==> config.mk <==
export PLATFORM = sky130hd
export DESIGN_NAME = salcp_ctrl
export DESIGN_NICKNAME = d
export VERILOG_FILES = /design/src/hw/rtl/salcp_pkg.sv /design/src/hw/rtl/salcp_ctrl.sv
export SDC_FILE = /design/constraint.sdc
export NUM_CORES = 1
export LEC_CHECK = 0
export ABC_AREA = 1
export BUFFER_PORTS_ARGS = -buffer_cell sky130_fd_sc_hd__buf_2
export CAP_MARGIN = 20
export CELL_PAD_IN_SITES_DETAIL_PLACEMENT = 1
export CELL_PAD_IN_SITES_GLOBAL_PLACEMENT = 1
export CORE_ASPECT_RATIO = 1.25
export CORE_MARGIN = 2
export CORE_UTILIZATION = 25
export CTS_CLUSTER_DIAMETER = 60
export DETAILED_ROUTE_END_ITERATION = 16
export PLACE_DENSITY_LB_ADDON = 0.1
export SLEW_MARGIN = 5
export SYNTH_ARGS = -nofsm -noshare
export SYNTH_HDL_FRONTEND = slang
export SYNTH_SLANG_ARGS = --single-unit
export TNS_END_PERCENT = 20
==> constraint.sdc <==
create_clock -name clk -period 4.9 [get_ports clk]
set_input_delay 0 -clock clk [delete_from_list [all_inputs] [get_ports clk]]
set_output_delay 0 -clock clk [all_outputs]
set_load 0.02 [all_outputs]
==> src/hw/rtl/salcp_pkg.sv <==
// Shared types, codes and constants of the suffix array and LCP engine.
// No dependencies; every other file of the block imports this package.
`default_nettype none

package salcp_pkg;

    // Default sizing of the stores.
    localparam int MAX_LEN_DEF = 1024;
    localparam int LEVELS_DEF  = 11;
    localparam int ALPHA       = 256;

    // Fixed payload widths.
    localparam int MODE_W = 2;
    localparam int CHAR_W = 8;
    localparam int IDX_W  = 10;
    localparam int VAL_W  = 11;
    localparam int STAT_W = 2;

    // Item modes.
    localparam logic [MODE_W-1:0] MODE_LOAD = 2'd0;
    localparam logic [MODE_W-1:0] MODE_POS  = 2'd1;
    localparam logic [MODE_W-1:0] MODE_RANK = 2'd2;
    localparam logic [MODE_W-1:0] MODE_LCP  = 2'd3;

    // Result status codes.
    localparam logic [STAT_W-1:0] ST_OK      = 2'd0;
    localparam logic [STAT_W-1:0] ST_RANGE   = 2'd1;
    localparam logic [STAT_W-1:0] ST_UNBUILT = 2'd2;
    localparam logic [STAT_W-1:0] ST_FULL    = 2'd3;

    // Datapath operation for the current cycle.
    typedef enum logic [4:0] {
        OP_NONE, OP_CLR, OP_F1, OP_F2, OP_F3, OP_F4, OP_HIST, OP_SCAT,
        OP_P1, OP_P2, OP_C1, OP_C2, OP_C3, OP_T1, OP_T2, OP_R1, OP_R2,
        OP_LVL, OP_FIN, OP_QRD, OP_QSET, OP_WRD, OP_WCMP, OP_EMIT
    } op_t;

    // Loop index update.
    typedef enum logic [2:0] {
        IDX_HOLD, IDX_ZERO, IDX_TOP, IDX_INC, IDX_DEC
    } idx_op_t;

    // Loop bound selection.
    typedef enum logic [1:0] {
        LIM_N, LIM_ALPHA, LIM_CLS
    } lim_t;

    typedef struct packed {
        logic    accept;
        op_t     op;
        idx_op_t idx;
        lim_t    lim;
    } cmd_t;

    typedef struct packed {
        logic [MODE_W-1:0] in_mode;
        logic              in_last;
        logic              in_full;
        logic              in_err;
        logic              lvl0;
        logic              dbl_go;
        logic              at_lim;
        logic              i_zero;
        logic              k_zero;
        logic              out_free;
    } sts_t;

endpackage

`default_nettype wire

==> src/hw/rtl/salcp_ctrl.sv <==
// Sequencer of the engine: loads, the prefix-doubling build and queries.
// Depends on salcp_pkg; drives salcp_dp through cmd_t and reads sts_t.
`default_nettype none

module salcp_ctrl import salcp_pkg::*;
(
    input  logic clk,
    input  logic rst_n,
    input  logic in_valid,
    output logic in_ready,
    input  sts_t sts,
    output cmd_t cmd
);

    typedef enum logic [23:0] {
        S_IDLE  = 24'h000001,
        S_EMIT  = 24'h000002,
        S_Q_RD  = 24'h000004,
        S_Q_SET = 24'h000008,
        S_W_RD  = 24'h000010,
        S_W_CMP = 24'h000020,
        S_B_CLR = 24'h000040,
        S_B_F1  = 24'h000080,
        S_B_F2  = 24'h000100,
        S_B_F3  = 24'h000200,
        S_B_F4  = 24'h000400,
        S_B_F5  = 24'h000800,
        S_B_P1  = 24'h001000,
        S_B_P2  = 24'h002000,
        S_B_C1  = 24'h004000,
        S_B_C2  = 24'h008000,
        S_B_C3  = 24'h010000,
        S_B_LVL = 24'h020000,
        S_B_CHK = 24'h040000,
        S_B_T1  = 24'h080000,
        S_B_T2  = 24'h100000,
        S_B_R1  = 24'h200000,
        S_B_R2  = 24'h400000,
        S_B_FIN = 24'h800000
    } state_t;

    state_t state_reg, state_next;
    logic   hist_reg, hist_next;
    logic   desc;
    logic   f_done;

    assign in_ready = (state_reg == S_IDLE);

    // The scatter of a doubling level walks the elements from the top down.
    assign desc   = !hist_reg && !sts.lvl0;
    assign f_done = desc ? sts.i_zero : sts.at_lim;

    always_comb
    begin
        state_next = state_reg;
        hist_next  = hist_reg;
        cmd        = '0;
        unique case (state_reg)
            S_IDLE:
            begin
                if (in_valid)
                begin
                    cmd.accept = 1'b1;
                    if (sts.in_mode == MODE_LOAD)
                    begin
                        if (sts.in_last)
                        begin
                            cmd.idx    = IDX_ZERO;
                            hist_next  = 1'b1;
                            state_next = S_B_CLR;
                        end
                        else if (sts.in_full)
                        begin
                            state_next = S_EMIT;
                        end
                    end
                    else if (sts.in_err)
                    begin
                        state_next = S_EMIT;
                    end
                    else if (sts.in_mode == MODE_LCP)
                    begin
                        state_next = S_W_RD;
                    end
                    else
                    begin
                        state_next = S_Q_RD;
                    end
                end
            end
            S_EMIT:
            begin
                if (sts.out_free)
                begin
                    cmd.op     = OP_EMIT;
                    state_next = S_IDLE;
                end
            end
            S_Q_RD:
            begin
                cmd.op     = OP_QRD;
                state_next = S_Q_SET;
            end
            S_Q_SET:
            begin
                cmd.op     = OP_QSET;
                state_next = S_EMIT;
            end
            S_W_RD:
            begin
                cmd.op     = OP_WRD;
                state_next = S_W_CMP;
            end
            S_W_CMP:
            begin
                cmd.op     = OP_WCMP;
                state_next = sts.k_zero ? S_EMIT : S_W_RD;
            end
            S_B_CLR:
            begin
                cmd.op  = OP_CLR;
                cmd.lim = sts.lvl0 ? LIM_ALPHA : LIM_CLS;
                if (sts.at_lim)
                begin
                    cmd.idx    = IDX_ZERO;
                    hist_next  = 1'b1;
                    state_next = S_B_F1;
                end
                else
                begin
                    cmd.idx = IDX_INC;
                end
            end
            S_B_F1:
            begin
                cmd.op     = OP_F1;
                state_next = S_B_F2;
            end
            S_B_F2:
            begin
                cmd.op     = OP_F2;
                state_next = S_B_F3;
            end
            S_B_F3:
            begin
                cmd.op     = OP_F3;
                state_next = S_B_F4;
            end
            S_B_F4:
            begin
                cmd.op     = OP_F4;
                state_next = S_B_F5;
            end
            S_B_F5:
            begin
                cmd.op  = hist_reg ? OP_HIST : OP_SCAT;
                cmd.lim = LIM_N;
                if (f_done)
                begin
                    cmd.idx    = IDX_ZERO;
                    state_next = hist_reg ? S_B_P1 : S_B_C1;
                end
                else
                begin
                    cmd.idx    = desc ? IDX_DEC : IDX_INC;
                    state_next = S_B_F1;
                end
            end
            S_B_P1:
            begin
                cmd.op     = OP_P1;
                state_next = S_B_P2;
            end
            S_B_P2:
            begin
                cmd.op  = OP_P2;
                cmd.lim = sts.lvl0 ? LIM_ALPHA : LIM_CLS;
                if (sts.at_lim)
                begin
                    hist_next  = 1'b0;
                    cmd.idx    = sts.lvl0 ? IDX_ZERO : IDX_TOP;
                    state_next = S_B_F1;
                end
                else
                begin
                    cmd.idx    = IDX_INC;
                    state_next = S_B_P1;
                end
            end
            S_B_C1:
            begin
                cmd.op     = OP_C1;
                state_next = S_B_C2;
            end
            S_B_C2:
            begin
                cmd.op     = OP_C2;
                state_next = S_B_C3;
            end
            S_B_C3:
            begin
                cmd.op  = OP_C3;
                cmd.lim = LIM_N;
                if (sts.at_lim)
                begin
                    state_next = S_B_LVL;
                end
                else
                begin
                    cmd.idx    = IDX_INC;
                    state_next = S_B_C1;
                end
            end
            S_B_LVL:
            begin
                cmd.op     = OP_LVL;
                state_next = S_B_CHK;
            end
            S_B_CHK:
            begin
                cmd.idx    = IDX_ZERO;
                state_next = sts.dbl_go ? S_B_T1 : S_B_R1;
            end
            S_B_T1:
            begin
                cmd.op     = OP_T1;
                state_next = S_B_T2;
            end
            S_B_T2:
            begin
                cmd.op  = OP_T2;
                cmd.lim = LIM_N;
                if (sts.at_lim)
                begin
                    cmd.idx    = IDX_ZERO;
                    hist_next  = 1'b1;
                    state_next = S_B_CLR;
                end
                else
                begin
                    cmd.idx    = IDX_INC;
                    state_next = S_B_T1;
                end
            end
            S_B_R1:
            begin
                cmd.op     = OP_R1;
                state_next = S_B_R2;
            end
            S_B_R2:
            begin
                cmd.op  = OP_R2;
                cmd.lim = LIM_N;
                if (sts.at_lim)
                begin
                    state_next = S_B_FIN;
                end
                else
                begin
                    cmd.idx    = IDX_INC;
                    state_next = S_B_R1;
                end
            end
            S_B_FIN:
            begin
                cmd.op     = OP_FIN;
                state_next = S_EMIT;
            end
            default:
            begin
                state_next = S_IDLE;
            end
        endcase
    end

    always_ff @(posedge clk or negedge rst_n)
    begin
        if (!rst_n)
        begin
            state_reg <= S_IDLE;
            hist_reg  <= 1'b0;
        end
        else
        begin
            state_reg <= state_next;
            hist_reg  <= hist_next;
        end
    end

endmodule

`default_nettype wire

Word level (Yosys, flattened, before mapping)

Index checks and enable logic that the tools add are counted.

Input port bits: 14
Memory bits (writable): 0
Logic and storage cells: 87
Flip-flop bits (word level): 25
Bits in latches: 0
ROM bits: 0
Memories: 0
Output and inout port bits: 12

Shifts and indexed selects: 0
$add $sub $neg: 0
Muxes and demuxes: 41
Multipliers: 0
Bitwise logic cells: 0
Equality and inequality tests: 33
Divide/modulo/power cells: 0
Magnitude comparators: 0
Reduce and logical (&&, ||, !) cells: 11

Operators with widths:

| operator                                                          | number |
|---|---|
| 24-bit case mux with 23 select lines                              | 1 |
| 24-bit 2-to-1 mux                                                 | 8 |
| 5-bit case mux with 22 select lines                               | 1 |
| 15-bit 2-to-1 mux                                                 | 2 |
| 24-bit by 1-bit == test with 1-bit output, second input constant  | 1 |
| 24-bit by 10-bit == test with 1-bit output, second input constant | 1 |
| 24-bit by 11-bit == test with 1-bit output, second input constant | 1 |
| 24-bit by 12-bit == test with 1-bit output, second input constant | 1 |
| 24-bit by 13-bit == test with 1-bit output, second input constant | 1 |
| 24-bit by 14-bit == test with 1-bit output, second input constant | 1 |
| 24-bit by 15-bit == test with 1-bit output, second input constant | 1 |
| 24-bit by 16-bit == test with 1-bit output, second input constant | 1 |
| 24-bit by 17-bit == test with 1-bit output, second input constant | 1 |
| 24-bit by 18-bit == test with 1-bit output, second input constant | 1 |
| 24-bit by 19-bit == test with 1-bit output, second input constant | 1 |
| 24-bit by 2-bit == test with 1-bit output, second input constant  | 1 |
| 24-bit by 20-bit == test with 1-bit output, second input constant | 1 |
| 24-bit by 21-bit == test with 1-bit output, second input constant | 1 |
| 24-bit by 22-bit == test with 1-bit output, second input constant | 1 |
| 24-bit by 23-bit == test with 1-bit output, second input constant | 1 |
| 24-bit == test, second input constant                             | 1 |
| 24-bit by 3-bit == test with 1-bit output, second input constant  | 1 |
| 24-bit by 4-bit == test with 1-bit output, second input constant  | 1 |
| 24-bit by 5-bit == test with 1-bit output, second input constant  | 1 |
| other kinds (25)                                                  | 53 |

Logic depth before layout (Yosys ltp)

Word-level depth: 6
Depth in mapped cells: 11
Gate-level depth less buffers: 11

Worst setup path after synthesis

No wires, ideal clock.

Path type: register -> output
Start point: register state_reg[20]
End point: output port cmd[2] (netlist name)
Stages on the path, launching flop included: 8
Buffers on the path: 0
Slack: 3.280 ns
Arrival: 1.620 ns
Cell sequence: dfrtp_1 -> nor2_4 -> nand2_4 -> nor2_8 -> nand2_4 -> nor2_4 -> nand3_1 -> o211ai_1

RTL lines:

| element                | line              | source |
|---|---|---|
| start, declared        | salcp_ctrl.sv:42  | `state_t state_reg, state_next;` |
| start signal, assigned | salcp_ctrl.sv:285 | `state_reg <= state_next;` |
| end, declared          | salcp_ctrl.sv:12  | `output cmd_t cmd` |

==> out/results.ini <==
[worst_setup_path]
critPathCaptureType = output pin
cell_at_the_slowest_stage_of_the_critical_path = dfstp_2
worst-endpoint-required_ps = 4900
setup.worst_path.end = cmd[7]
path_depth = 10
reg2reg_from = state_reg[7]
setup.reg_to_reg.worst_slack_ps = 3090
crit_arrival_ps = 2250
cpLargestDelayFamily = simple AND/OR/NAND/NOR gates
path_cells = nor2_1, nand2_2, nor2_4, nand2_2, inv_2, o21ai_0, inv_1, nor3_1, nand4_1, buf_2
worst_path_most_repeated_cell = nand2_2
critPathLaunch = state_reg[0]
reg2reg_depth = 10
regToRegEndpoint = hist_reg
critical_path.n_buffers_inverters = 3
setup.worst_path.start_class = flip-flop
maximum_net_fanout_on_the_critical_path = 6
slowest_delay_ps = 560
timing.setup.critical_path_class = flip-flop to output pin

[final_layout]
final_layout_size_suffix_gt1_share_pct = 19.6
largest_reg_flops = 24
syn_to_final_growth_pct = 16.3
num-fill-cells = 975
layout_common_cells = nor2_1, nand2_1, inv_1
final_nets = 327
antenna_cells = 0
register_area_um2 = 627
mostFrequentLayoutCell = nor2_1
utilization_pct = 29.5
multiInputGateArea_um2 = 1040

[synth]
dominant_cell_type_by_area_after_synthesis = dfrtp_1
synth.top_cell.area_share_pct = 32.5
ys_seq_area_share_pct = 33.9
syn-mean-instance-area_um2 = 6.55
synth.top_cells.by_area = dfrtp_1, nor2_1, nand2_1
synth_cell_type_count = 29
postSynthNetCount = 296
synthCells = 282
synth_warnings = 0
flip_flop_and_latch_count_after_synthesis = 25
synth_area_um2 = 1850

[placement]
place_worst_setup_slack_ps = 2930
gpl.final_weighted_congestion = 0.764
port_buffers = 25
post-dp-hpwl_um = 5130

[detailed_routing]
drt.antenna.violating_nets = 0
dr_total_vias = 1884
route.detailed.vias_per_inst = 4.66
drcViolationCount = 0
total_detailed_routing_wirelength_um = 5930
dr.pass1.iters = 4
routed_wire_length_per_instance_um = 14.7
initial_detailed_routing_violation_count = 29

[global_routing]
antenna_found_initial = 0
first_global_vias = 1949
grt_remaining_overflow = 0
grt_first_pass_wirelength_um = 9600
grt_max_degree = 26
grt_use_total_pct = 15.6

[timing]
hold_viol = 0
min_period_ps = 2250
unrepaired_setup_endpoints_after_global_routing = no
setup_slack_ps = 2650
relSlewSlack_pct = 60.8
setup-tns-final_ps = 0
setup-violations-final = 0
fmax_ghz = 0.445
timing.final.crit_share_pct = 45.8
worst_hold_slack_ps = 19.9
fin_skew_ps = 5.72
drv_slew = 0
max_slew.worst_pin.slew_ps = 588

[clock_network]
clkLatencyLatePin_ps = 270
numClockSinks = 25
tritoncts = built
cts.reportedPaths.clkPinSlew_ps = 90
post-cts-setup-buffer-count = 0
clock_tree.root_cell = clkbuf_8
clock_tree_buffer_depth = 2
holdBufCountCts = 2
cts.htree.levels = 1
cts_repair_resize_count = 0
tritoncts.num_buffers = 3

[pwr]
ir_worst_vdd_mv = 0.120
power_density_nw_per_um2 = 316
cellLeakagePower_nw = 1.23
design_power_total_mw = 0.678

[status]
run_status = finished clean

[floorplanning]
dieHeight_um = 100
core.rowCount = 35
initial_core_utilization_pct = 25.4
core_outline_area_um2 = 7270
num_io_pins = 26
dieArea_um2 = 8100
die-width_um = 80.9

[hold_path]
hold-path-cell-count = 4
hold_class = input port to flip-flop

[flow_run]
max_cap_violations = 0

through the flow:
stage / area [µm²] / std cells
5_1_grt: 2150 / 404
3_5_place_dp: 2080 / 398
2_1_floorplan: 1850 / 282
4_1_cts: 2150 / 404
6_report: 2150 / 404
3_3_place_gp: 2080 / 398
worst min path at each step:
stage,startpoint,to,slack (ps)
6_report,sts[6],state_reg[2],20
5_1_grt,sts[6],state_reg[2],30
4_1_cts,sts[6],state_reg[2],20
3_5_place_dp,rst_n,state_reg[2],50
3_3_place_gp,rst_n,state_reg[2],50
2_1_floorplan,rst_n,hist_reg,-300
cells by family after synthesis:
family / after synthesis / share of synthesized area, %
compound gates: 25 / 7.52
simple gates: 185 / 48.9
buf+inv: 47 / 9.62
flops: 25 / 33.9
cells in the mapped netlist:
master / count
nand2_1: 47
nand3_1: 28
buf_2: 1
or2_2: 1
nor3_2: 1
nor2_4: 6
and3_1: 1
nor2_1: 73
dfstp_2: 1
nand3b_1: 1
o211ai_1: 2
nor3_1: 4
nand2_2: 7
a21oi_2: 1
nor2_8: 2
a21oi_1: 10
dfrtp_1: 24
o21ai_1: 2
nand3_2: 2
o21ai_0: 7
nand2_4: 2
nand4_1: 4
inv_1: 40
nand4_2: 1
inv_2: 6
nor2_2: 3
nor4_1: 2
a31oi_1: 2
o31ai_1: 1
power by group:
group / leakage [nW] / switching [mW] / internal (mW)
Combinational: 0.865 / 0.222 / 0.0970
Clock: 0.0228 / 0.0691 / 0.0582
Sequential: 0.339 / 0.00962 / 0.223
Total: 1.23 / 0.300 / 0.378
worst min-delay path, stage by stage:
cell     delay [ps]
buf_2           100
nor2_1           50
nand3_1          70
nor2_1           40
per-layer routing:
| layer | global-route usage [%] | routed length [µm] | up-vias |
|---|---|---|---|
| met4 | 3.65 | 119 | 0 |
| met5 | 0 | 0 | - |
| met2 | 29.6 | 3130 | 32 |
| met1 | 18.7 | 2540 | 896 |
| met3 | 1.08 | 140 | 6 |
| li1 | - | - | 950 |
final cells by class:
| cell class | instances | area share, % |
|---|---|---|
| inverter | 46 | 8.04 |
| timing repair buffer | 27 | 6.76 |
| sequential | 25 | 29.2 |
| tap | 92 | 5.36 |
| clock buffer | 4 | 2.10 |
| multi-input combinational | 210 | 48.5 |
No activity file was read; power rests on OpenSTA's default activity.
